`src/rtl/assert_macros.svh`:
```
// Assertion helpers used by the RTL.
`ifndef ASSERT_MACROS_SVH
`define ASSERT_MACROS_SVH

// Same-cycle implication, disabled while in reset.
`define ASSERT_IMPL(lbl, clk, rst_n, ante, cons) \
    lbl: assert property (@(posedge clk) disable iff (!rst_n) (ante) |-> (cons)) \
        else $error("implication check failed");

// Next-cycle implication, disabled while in reset.
`define ASSERT_NEXT(lbl, clk, rst_n, ante, cons) \
    lbl: assert property (@(posedge clk) disable iff (!rst_n) (ante) |=> (cons)) \
        else $error("next-cycle check failed");

`endif

```
`src/rtl/obsfb_pkg.sv`:
```
`timescale 1ns / 1ps

package obsfb_pkg;

    localparam int WORD_W  = 32;
    localparam int PROD_W  = 2 * WORD_W;
    localparam int FRAC_W  = 16;
    localparam int ACC_W   = WORD_W + 3;
    localparam int CFG_W   = 64;
    localparam int IDX_W   = 3;
    localparam int CNT_W   = 4;

    // register indexes
    localparam logic [IDX_W-1:0] REG_FEEDBACK = 3'd0;
    localparam logic [IDX_W-1:0] REG_OBSERVER = 3'd1;
    localparam logic [IDX_W-1:0] REG_A_TOP    = 3'd2;
    localparam logic [IDX_W-1:0] REG_A_BOTTOM = 3'd3;
    localparam logic [IDX_W-1:0] REG_INPUT    = 3'd4;
    localparam logic [IDX_W-1:0] REG_OUTPUT   = 3'd5;
    localparam logic [IDX_W-1:0] REG_LIMITS   = 3'd6;

    // multiply schedule
    localparam logic [CNT_W-1:0] OP_K0R   = 4'd0;
    localparam logic [CNT_W-1:0] OP_K1X1  = 4'd1;
    localparam logic [CNT_W-1:0] OP_C1X1  = 4'd2;
    localparam logic [CNT_W-1:0] OP_C2X2  = 4'd3;
    localparam logic [CNT_W-1:0] OP_A11X1 = 4'd4;
    localparam logic [CNT_W-1:0] OP_A12X2 = 4'd5;
    localparam logic [CNT_W-1:0] OP_B1U   = 4'd6;
    localparam logic [CNT_W-1:0] OP_LE1   = 4'd7;
    localparam logic [CNT_W-1:0] OP_A21X1 = 4'd8;
    localparam logic [CNT_W-1:0] OP_A22X2 = 4'd9;
    localparam logic [CNT_W-1:0] OP_B2U   = 4'd10;
    localparam logic [CNT_W-1:0] OP_LE2   = 4'd11;
    localparam logic [CNT_W-1:0] NUM_OPS  = 4'd12;

    localparam logic [1:0] CLAMP_NONE = 2'd0;
    localparam logic [1:0] CLAMP_MIN  = 2'd1;
    localparam logic [1:0] CLAMP_MAX  = 2'd2;

    typedef logic signed [WORD_W-1:0] t_word;
    typedef logic signed [ACC_W-1:0]  t_acc;

    typedef struct packed {
        t_word k0;
        t_word k1;
        t_word l;
        t_word a11;
        t_word a12;
        t_word a21;
        t_word a22;
        t_word b1;
        t_word b2;
        t_word c1;
        t_word c2;
        t_word umax;
        t_word umin;
    } t_cfg;

    typedef struct packed {
        t_word      drive_out;
        t_word      drive_raw;
        logic [1:0] clamp_state;
    } t_res;

    function automatic t_word sat_word(input t_acc v);
        t_word r;
        if (v[ACC_W-1:WORD_W-1] == {(ACC_W-WORD_W+1){v[ACC_W-1]}}) begin
            r = v[WORD_W-1:0];
        end else if (v[ACC_W-1]) begin
            r = {1'b1, {(WORD_W-1){1'b0}}};
        end else begin
            r = {1'b0, {(WORD_W-1){1'b1}}};
        end
        return r;
    endfunction

    function automatic t_acc ext_word(input t_word w);
        return {{(ACC_W-WORD_W){w[WORD_W-1]}}, w};
    endfunction

endpackage

```
`src/rtl/observer_state_feedback_step.sv`:
```
`timescale 1ns / 1ps
// Second-order state observer with state feedback in signed Q16.16. Each item
// (measured, setpoint) yields one result: the clamped drive, the raw drive and
// a clamp code, after which the internal estimate advances. All twelve products
// of a step go through one registered 32x32 multiplier, one product per cycle.
// An item occupies the block from acceptance until its result is loaded into
// the output register, which waits while the previous result has not been
// taken; no new item is accepted before the block is idle again. Register
// writes are taken in any cycle and must only be made while the block is idle.

`include "assert_macros.svh"

module observer_state_feedback_step import obsfb_pkg::*; (
    input  logic                    i_clk,
    input  logic                    i_rst_n,
    input  logic                    i_cfg_valid,
    output logic                    o_cfg_ready,
    input  logic [IDX_W-1:0]        i_cfg_index,
    input  logic [CFG_W-1:0]        i_cfg_data,
    input  logic                    i_in_valid,
    output logic                    o_in_ready,
    input  logic signed [WORD_W-1:0] i_measured,
    input  logic signed [WORD_W-1:0] i_setpoint,
    output logic                    o_out_valid,
    input  logic                    i_out_ready,
    output logic signed [WORD_W-1:0] o_drive_out,
    output logic signed [WORD_W-1:0] o_drive_raw,
    output logic [1:0]              o_clamp_state
);

    t_cfg r_cfg;
    t_res r_out;
    logic r_out_valid;

    logic core_idle;
    logic core_done;
    logic out_free;
    t_res core_res;

    assign o_cfg_ready = 1'b1;
    assign o_in_ready  = core_idle;
    assign out_free    = !r_out_valid || i_out_ready;

    always_ff @(posedge i_clk) begin
        if (!i_rst_n) begin
            r_cfg <= '0;
        end else if (i_cfg_valid) begin
            case (i_cfg_index)
                REG_FEEDBACK: begin
                    r_cfg.k0 <= i_cfg_data[63:32];
                    r_cfg.k1 <= i_cfg_data[31:0];
                end
                REG_OBSERVER: r_cfg.l <= i_cfg_data[31:0];
                REG_A_TOP: begin
                    r_cfg.a11 <= i_cfg_data[63:32];
                    r_cfg.a12 <= i_cfg_data[31:0];
                end
                REG_A_BOTTOM: begin
                    r_cfg.a21 <= i_cfg_data[63:32];
                    r_cfg.a22 <= i_cfg_data[31:0];
                end
                REG_INPUT: begin
                    r_cfg.b1 <= i_cfg_data[63:32];
                    r_cfg.b2 <= i_cfg_data[31:0];
                end
                REG_OUTPUT: begin
                    r_cfg.c1 <= i_cfg_data[63:32];
                    r_cfg.c2 <= i_cfg_data[31:0];
                end
                REG_LIMITS: begin
                    r_cfg.umax <= i_cfg_data[63:32];
                    r_cfg.umin <= i_cfg_data[31:0];
                end
                default: r_cfg <= r_cfg;
            endcase
        end
    end

    obsfb_core u_core (
        .i_clk      (i_clk),
        .i_rst_n    (i_rst_n),
        .i_cfg      (r_cfg),
        .i_start    (i_in_valid && core_idle),
        .i_y        (i_measured),
        .i_r        (i_setpoint),
        .i_out_free (out_free),
        .o_idle     (core_idle),
        .o_done     (core_done),
        .o_res      (core_res)
    );

    always_ff @(posedge i_clk) begin
        if (!i_rst_n) begin
            r_out_valid <= 1'b0;
        end else if (core_done) begin
            r_out_valid <= 1'b1;
        end else if (i_out_ready) begin
            r_out_valid <= 1'b0;
        end
        if (core_done) begin
            r_out <= core_res;
        end
    end

    assign o_out_valid   = r_out_valid;
    assign o_drive_out   = r_out.drive_out;
    assign o_drive_raw   = r_out.drive_raw;
    assign o_clamp_state = r_out.clamp_state;

    `ASSERT_NEXT(a_busy_after_accept, i_clk, i_rst_n, i_in_valid && o_in_ready, !o_in_ready)
    `ASSERT_IMPL(a_clamp_code, i_clk, i_rst_n, o_out_valid, o_clamp_state != 2'd3)
    `ASSERT_IMPL(a_unclamped_pass, i_clk, i_rst_n,
        o_out_valid && (o_clamp_state == CLAMP_NONE), o_drive_out == o_drive_raw)
    `ASSERT_IMPL(a_done_needs_room, i_clk, i_rst_n, core_done, out_free && !core_idle)

endmodule

```
`src/rtl/obsfb_mul.sv`:
```
`timescale 1ns / 1ps

module obsfb_mul import obsfb_pkg::*; (
    input  logic  i_clk,
    input  t_word i_a,
    input  t_word i_b,
    output t_word o_q
);

    logic signed [PROD_W-1:0] r_prod;

    always_ff @(posedge i_clk) begin
        r_prod <= i_a * i_b;
    end

    // floor shift by FRAC_W, saturate to a word
    always_comb begin
        if (r_prod[PROD_W-1:FRAC_W+WORD_W-1] ==
            {(PROD_W-FRAC_W-WORD_W+1){r_prod[PROD_W-1]}}) begin
            o_q = r_prod[FRAC_W+WORD_W-1:FRAC_W];
        end else if (r_prod[PROD_W-1]) begin
            o_q = {1'b1, {(WORD_W-1){1'b0}}};
        end else begin
            o_q = {1'b0, {(WORD_W-1){1'b1}}};
        end
    end

endmodule

```
`src/rtl/obsfb_core.sv`:
```
`timescale 1ns / 1ps

module obsfb_core import obsfb_pkg::*; (
    input  logic  i_clk,
    input  logic  i_rst_n,
    input  t_cfg  i_cfg,
    input  logic  i_start,
    input  t_word i_y,
    input  t_word i_r,
    input  logic  i_out_free,
    output logic  o_idle,
    output logic  o_done,
    output t_res  o_res
);

    typedef enum logic [1:0] {ST_IDLE, ST_RUN, ST_DONE} t_state;

    t_state           r_state;
    logic [CNT_W-1:0] r_cnt;
    t_word            r_y, r_r;
    t_word            r_x1, r_x2, r_x1n, r_x2n;
    t_word            r_u, r_e1, r_e2;
    t_acc             r_acc;

    t_acc             n_acc;
    t_word            n_u, n_e1, n_e2, n_x1n, n_x2n;
    t_word            mul_a, mul_b, mul_q;
    logic [CNT_W-1:0] ret_op;
    t_acc             q_ext;

    obsfb_mul u_mul (
        .i_clk (i_clk),
        .i_a   (mul_a),
        .i_b   (mul_b),
        .o_q   (mul_q)
    );

    // operand select for the op issued this cycle
    always_comb begin
        mul_a = '0;
        mul_b = '0;
        case (r_cnt)
            OP_K0R:   begin mul_a = i_cfg.k0;  mul_b = r_r;  end
            OP_K1X1:  begin mul_a = i_cfg.k1;  mul_b = r_x1; end
            OP_C1X1:  begin mul_a = i_cfg.c1;  mul_b = r_x1; end
            OP_C2X2:  begin mul_a = i_cfg.c2;  mul_b = r_x2; end
            OP_A11X1: begin mul_a = i_cfg.a11; mul_b = r_x1; end
            OP_A12X2: begin mul_a = i_cfg.a12; mul_b = r_x2; end
            OP_B1U:   begin mul_a = i_cfg.b1;  mul_b = r_u;  end
            OP_LE1:   begin mul_a = i_cfg.l;   mul_b = r_e1; end
            OP_A21X1: begin mul_a = i_cfg.a21; mul_b = r_x1; end
            OP_A22X2: begin mul_a = i_cfg.a22; mul_b = r_x2; end
            OP_B2U:   begin mul_a = i_cfg.b2;  mul_b = r_u;  end
            OP_LE2:   begin mul_a = i_cfg.l;   mul_b = r_e2; end
            default:  begin mul_a = '0;        mul_b = '0;   end
        endcase
    end

    // retire the product issued last cycle
    always_comb begin
        ret_op = r_cnt - 4'd1;
        q_ext  = ext_word(mul_q);
        n_acc  = r_acc;
        n_u    = r_u;
        n_e1   = r_e1;
        n_e2   = r_e2;
        n_x1n  = r_x1n;
        n_x2n  = r_x2n;
        case (ret_op)
            OP_K0R:   n_acc = q_ext;
            OP_K1X1:  n_u   = sat_word(r_acc - q_ext);
            OP_C1X1:  n_e1  = sat_word(ext_word(r_y) - q_ext);
            OP_C2X2:  n_e2  = sat_word(ext_word(r_y) - q_ext);
            OP_A11X1: n_acc = q_ext;
            OP_A12X2: n_acc = r_acc + q_ext;
            OP_B1U:   n_acc = r_acc + q_ext;
            OP_LE1:   n_x1n = sat_word(r_acc + q_ext);
            OP_A21X1: n_acc = q_ext;
            OP_A22X2: n_acc = r_acc + q_ext;
            OP_B2U:   n_acc = r_acc + q_ext;
            OP_LE2:   n_x2n = sat_word(r_acc + q_ext);
            default:  n_acc = r_acc;
        endcase
    end

    // minimum test first, maximum test wins
    always_comb begin
        o_res.drive_raw   = r_u;
        o_res.drive_out   = r_u;
        o_res.clamp_state = CLAMP_NONE;
        if (r_u < i_cfg.umin) begin
            o_res.drive_out   = i_cfg.umin;
            o_res.clamp_state = CLAMP_MIN;
        end
        if (r_u > i_cfg.umax) begin
            o_res.drive_out   = i_cfg.umax;
            o_res.clamp_state = CLAMP_MAX;
        end
    end

    assign o_idle = (r_state == ST_IDLE);
    assign o_done = (r_state == ST_DONE) && i_out_free;

    always_ff @(posedge i_clk) begin
        if (!i_rst_n) begin
            r_state <= ST_IDLE;
            r_cnt   <= '0;
            r_x1    <= '0;
            r_x2    <= '0;
        end else begin
            case (r_state)
                ST_IDLE: begin
                    r_cnt <= '0;
                    if (i_start) begin
                        r_y     <= i_y;
                        r_r     <= i_r;
                        r_state <= ST_RUN;
                    end
                end
                ST_RUN: begin
                    r_cnt <= r_cnt + 4'd1;
                    if (r_cnt != '0) begin
                        r_acc <= n_acc;
                        r_u   <= n_u;
                        r_e1  <= n_e1;
                        r_e2  <= n_e2;
                        r_x1n <= n_x1n;
                        r_x2n <= n_x2n;
                    end
                    if (r_cnt == NUM_OPS) begin
                        r_state <= ST_DONE;
                    end
                end
                ST_DONE: begin
                    r_cnt <= '0;
                    if (i_out_free) begin
                        r_x1    <= r_x1n;
                        r_x2    <= r_x2n;
                        r_state <= ST_IDLE;
                    end
                end
                default: begin
                    r_state <= ST_IDLE;
                end
            endcase
        end
    end

endmodule

```
`config.mk`:
```
export PLATFORM = sky130hd
export DESIGN_NAME = observer_state_feedback_step
export DESIGN_NICKNAME = d
export VERILOG_FILES = /design/src/rtl/obsfb_pkg.sv /design/src/rtl/observer_state_feedback_step.sv /design/src/rtl/obsfb_mul.sv /design/src/rtl/obsfb_core.sv
export VERILOG_INCLUDE_DIRS = /design/src /design/src/rtl
export SDC_FILE = /design/constraint.sdc
export NUM_CORES = 2
export LEC_CHECK = 0
export BUFFER_PORTS_ARGS = -buffer_cell sky130_fd_sc_hd__buf_2
export CAP_MARGIN = 15
export CORE_MARGIN = 2
export CORE_UTILIZATION = 40
export CTS_CLUSTER_DIAMETER = 120
export DETAILED_ROUTE_END_ITERATION = 10
export HOLD_SLACK_MARGIN = 0.03
export SYNTH_ARGS = -nofsm -noshare
export SYNTH_HDL_FRONTEND = slang
export SYNTH_SLANG_ARGS = --single-unit
```
`constraint.sdc`:
```
create_clock -name i_clk -period 21.6 [get_ports i_clk]
set_input_delay 1.08 -clock i_clk [delete_from_list [all_inputs] [get_ports i_clk]]
set_output_delay 1.08 -clock i_clk [all_outputs]
set_load 0.01 [all_outputs]
```
* After elaboration in Yosys (flattened, before gate mapping)
Cells that the tools add are included.
** Storage, ports and cells
- Register bits after elaboration :: 876
- Bits in latches :: 0
- Memory bits (writable) :: 0
- Memory bits (read-only) :: 0
- Input bits :: 136
- Memories kept :: 0
** Cells by class
- $add $sub $neg :: 5
- $mul :: 1
- Div/mod/pow operators :: 0
- Order comparisons :: 2
- Eq/ne operators :: 38
- Shift operators :: 0
- Multiplexer cells :: 21
- Bitwise operators :: 0
- Reductions and logical operators :: 35
** Operator list (count)
- $pmux 32 s11 :: 1
- $mux 32 :: 10
- $pmux 32 s6 :: 1
- $pmux 35 s2 :: 1
- $mul 32x32->64 :: 1
- $eq 4x4->1 const B :: 9
- $add 35x32->35 :: 1
- $sub 35x32->35 :: 1
- $sub 32x32->33 :: 1
- $eq 4x3->1 const B :: 8
- $gt 32x32->1 :: 1
- $lt 32x32->1 :: 1
- $reduce_and 4->1 :: 6
- $eq 16x16->1 :: 1
- $eq 4x2->1 const B :: 4
- $reduce_and 2->1 :: 8
- $eq 3x3->1 :: 3
- $eq 3x3->1 const B :: 3
- $eq 4x1->1 const B :: 2
- $logic_not 4->1 :: 2
- $pmux 4 s2 :: 1
- $reduce_or 4->1 :: 2
- $eq 3x2->1 const B :: 2
- $mux 2 :: 3
- other kinds (18) :: 29

* Logic depth before layout (Yosys ltp)
- Word-level depth :: 5
- Depth in mapped cells :: 38
- Gate-level depth less buffers :: 34

* Cells and area by module
From an unflattened synthesis, not the netlist that was laid out.
** Unflattened totals
- Cell total of the unflattened synthesis :: 7750
- Area total of the unflattened synthesis :: 76619.7 um2
** Modules (own cells, without submodules)
- obsfb_mul :: instances 1, cells each 3899, area an instance 36936.7 um2, seq. area each 960.9 um2
- obsfb_core :: instances 1, cells each 2359, area an instance 22492.8 um2, seq. area each 9178.8 um2
- observer_state_feedback_step :: instances 1, cells each 1492, area an instance 17190.2 um2, seq. area each 10329.9 um2

* Least setup slack after synthesis
Ideal clock, no wire load.
- Path type :: reg-to-reg
- From :: register u_core.r_cnt[0]
- To :: register u_core.u_mul.r_prod[61]
- Arrival :: 9.384 ns
- Path slack :: 12.143 ns
- Cell stages (with the launch flop) :: 34
- Buffers on the path :: 5
- Cell sequence :: dfxtp_1 > inv_1 > ha_1 > clkbuf_1 > and2_0 > clkbuf_1 > or2_2 > clkbuf_1 > clkbuf_1 > a221o_1 > clkbuf_1 > nand2_1 > inv_1 > fa_1 > fa_1 > fa_1 > inv_1 > fa_1 > inv_1 > fa_1 > inv_1 > fa_1 > fa_1 > fa_1 > inv_1 > ha_1 > a21oi_1 > o21bai_1 > a21o_1 > a21o_1 > a21oi_1 > o21bai_1 > a221oi_2 > xnor2_1
** Between the ends
- Word-level cells in the longest chain between the ends :: 4
- Elaborated cells on any way between the ends :: 19
- Those cells by class :: 1 x mul; 11 x eq/ne; 2 x mux; 5 x reduce/logical
** RTL lines
- start: declaration :: line obsfb_core.sv:19 : logic [CNT_W-1:0] r_cnt;
- start signal: assignment :: line obsfb_core.sv:121 : r_cnt <= r_cnt + 4'd1;
- $eq 4x1->1 (tied with other cells) :: line obsfb_core.sv:42 : case (r_cnt)
- $reduce_or 4->1 (no line) (tied with other cells)
- $pmux 32 s6 or $pmux 32 s11 (tied branches) :: line obsfb_core.sv:42
- $mul 32x32->64 (*) :: line obsfb_mul.sv:13 : r_prod <= i_a * i_b;
- end signal: assignment :: line obsfb_mul.sv:13
- end: declaration :: line obsfb_mul.sv:10 : logic signed [PROD_W-1:0] r_prod;
Mark *: on every way between the ends. The rest lies on a longest branch, timed or not.
A chain may end at the register's enable or synchronous reset.

* Worst setup path in the final report
- From :: register u_core.r_cnt[2]
- To :: register u_core.u_mul.r_prod[61]
The elaborated chain is that of the path after synthesis.

==> out/results.txt <==
Clock transition at path regs -> 0.06 ns
Leading registers by flop count -> r_cfg x416, u_core.u_mul.r_prod x48, u_core.r_acc x35
Sequential Area -> 20470 um2
Utilization after layout -> 43.94%
Area after DPL -> 80350 um2
Power Density -> 78.85 nW/um2
CP top delay family -> adder cells
Leading area contributor after synthesis -> fa_1
Worst-margin pin slew -> 1.290 ns
Hold Startpoint -> r_cfg[264]$_SDFFE_PN0P_
Via count -> 60225
Post-DRT Antenna Nets -> 0
Largest net degree at the start of global routing -> 248
Final #Nets -> 9798
Reg with most FFs -> r_cfg
Total of max-cap violations -> 0
Critical Path AT -> 12.24 ns
Crit. End Element -> flop
Commonest non-fill, non-tap cell in the layout -> nand2_1
CP bufs+invs -> 7
Cells after Synth -> 8257
Post-synth EDFFs -> 325
Post-synth top area share -> 28.36%
Total gr overflow -> 0
Most frequent cells in the layout -> nand2_1 (1641), inv_1 (1166), fa_1 (1084), nor2_1 (620), dfxtp_1 (535)
Core area -> 190200 um2
Unrepaired setup endpoints after global routing -> no
Synthesized area -> 76510 um2
Initial antenna violation count -> 16
Post-layout min period -> 11.62 ns
Avg Cell Area, Syn -> 9.266 um2
R2R setup slack -> 9.98 ns
Worst hold path type -> reg -> reg
Worst hold endpoint -> r_cfg[264]$_SDFFE_PN0P_
RR Startpoint -> u_core.r_cnt[2]$_SDFFE_PN0P_
I/O Buffers -> 203
Die extent in x -> 441.4 um
Top post-synthesis cells by area -> fa_1 (28%), dfxtp_1 (14%), edfxtp_1 (13%), nand2_1 (8.1%), ha_1 (5.7%)
Wire per inst -> 24.69 um
Cell area after layout -> 83560 um2
Skew final -> 0.05919 ns
Post-CTS setup buffer count -> 0
Leak -> 35.36 nW
VDD IR max -> 0.09868 mV
Worst Setup Start Kind -> flop
Initial Utilization -> 40.23%
Root buffer cell -> clkbuf_16
# setup viols final -> 0
Fmax -> 86.06 MHz
Critical Path Slowest Stage Cell -> dfxtp_1
Share of layout cells above drive strength 1 -> 7.238%
Setup Crit Path Kind -> reg -> reg
Distinct cells, synth -> 95
Pre-antenna DRT Iters -> 9
Reg-to-reg critical path endpoint -> u_core.u_mul.r_prod[61]$_DFF_P_
Reg2reg path depth -> 29
Hold depth -> 2
Post-synth top flop -> dfxtp_1
Run status -> completed
Setup TNS Final -> 0 ns
Row count -> 160
CTS sink count -> 860
CTS tree -> done
Hold Fails Final Rpt -> 0
Via count of the first global-routing pass -> 61992
Worst hold slack -> 0.4644 ns
DR iter-0 viols -> 6013
GRT Overall Usage -> 27.62%
Async S/R FF share, synth -> 0%
Most common cell on crit path -> fa_1
Fin crit share -> 53.80%
First-pass GRT wire length -> 399900 um
Clock Latency Late Sink -> 0.75 ns
Routed wire length -> 267100 um
Area grow syn2layout -> 9.212%
Fillers -> 18407
Max incr delay on CP -> 0.98 ns
Syn Nets -> 9828
Register area share after synthesis -> 26.75%
Post-route DRC -> 0
Multi-input gate area -> 50170 um2
Post-DP HPWL -> 198600 um
Post-cts resize count -> 0
Seq cells post-synth -> 860
GPL Wtd Cong -> 0.9721
Final Slew Violations -> 0
H-tree levels -> 3
Drt via density -> 5.567
Slew headroom -> 13.98%
Crit path required time -> 22.22 ns
Total die area -> 194800 um2
Synth warn -> 0
Die Ht -> 441.4 um
Hold buffers post-CTS -> 0
Max Root-Sink Buffers -> 3
Crit-path max FO -> 29
CTS buffer count -> 96
Max FFs per register -> 416
I/O pin count -> 205
## cell type report
class | instances | share of cell area (%)
Sequential cell | 860 | 24.50
Timing Repair Buffer | 353 | 2.591
Tap cell | 2511 | 3.760
Clock inverter | 35 | 0.4986
Multi-Input combinational cell | 5745 | 60.05
Clock buffer | 139 | 3.327
Inverter | 1171 | 5.263
Antenna cell | 5 | 0.01497
## synthesized netlist by cell type (14+ instances only)
cell type and instances:
buf_1 24, nand3_1 60, a211oi_1 17, a22oi_1 51
a21o_1 84, and4_1 26, nand2_1 1643, inv_1 1167
a31oi_1 14, ha_1 351, o21a_1 57, nand2b_1 43
xor2_1 43, o21ai_0 126, and2_1 40, nand4_1 50
a22o_1 40, mux2i_1 98, xnor2_1 113, a2111oi_2 20
a222oi_1 59, a21boi_0 486, dfxtp_1 535, o21bai_1 35
a221o_1 15, and3_1 39, clkbuf_1 419, edfxtp_1 325
buf_2 26, nor2_1 625, a2111o_1 21, a21oi_1 198
a221oi_1 27, fa_1 1084, nor3_1 39, nor2b_1 34
## stage by stage
step | power [mW] | std cells | worst slack (ns)
finish | 6.589 | 10819 | 9.980
global route | 6.948 | 10816 | 9.539
CTS | 6.575 | 10814 | 10.10
detailed placement | 4.887 | 10640 | 10.13
global placement | 4.857 | 10640 | 10.31
floorplan | 3.928 | 8257 | 12.14
## how the worst max path moves through the flow
stage / end / cells past startpoint / from
final: u_core.u_mul.r_prod[61]$_DFF_P_ / 29 / u_core.r_cnt[2]$_SDFFE_PN0P_
after floorplan: u_core.u_mul.r_prod[61]$_DFF_P_ / 33 / u_core.r_cnt[0]$_SDFFE_PN0P_
after detailed placement: u_core.u_mul.r_prod[61]$_DFF_P_ / 29 / u_core.r_cnt[2]$_SDFFE_PN0P_
after CTS: u_core.u_mul.r_prod[61]$_DFF_P_ / 29 / u_core.r_cnt[2]$_SDFFE_PN0P_
after global routing: u_core.u_mul.r_prod[63]$_DFF_P_ / 31 / u_core.r_cnt[2]$_SDFFE_PN0P_
after global placement: u_core.u_mul.r_prod[61]$_DFF_P_ / 29 / u_core.r_cnt[2]$_SDFFE_PN0P_
## routing by layer
metal | track usage [%] | vias up | share of wire, %
li1 | - | 26414 | -
met5 | 0 | - | 0.019
met2 | 44.25 | 2496 | 46
met3 | 4.882 | 551 | 8.3
met1 | 36.38 | 30756 | 41
met4 | 12.87 | 8 | 5.3
## worst reg2reg max path: cells and delay by family (launching register included)
family	cells	cell delay, ns
compound gates	9	2.33
xor+xnor	1	0.16
fa+ha+maj	9	4.78
buf+inv	7	1.48
flops	1	0.98
simple gates	3	1.82
## power breakdown
part | switching, mW | leakage (nW) | internal [mW]
combinational | 1.93 | 26.5 | 1.00
clock | 0.731 | 1.54 | 0.940
sequential | 0.0603 | 7.28 | 1.92
## kinds of logic after synthesis
group	count (synthesis)	synth area share, %
flip-flops	860	26.75
buffers and inverters	1652	8.216
other	1	0.004901
adder cells (fa/ha/maj)	1441	34.18
multiplexers	104	1.370
AND/OR/NAND/NOR	2666	14.39
AO/OA/AOI/OAI	1377	13.29
XOR/XNOR	156	1.786
Power figures use the tool's default switching activity.
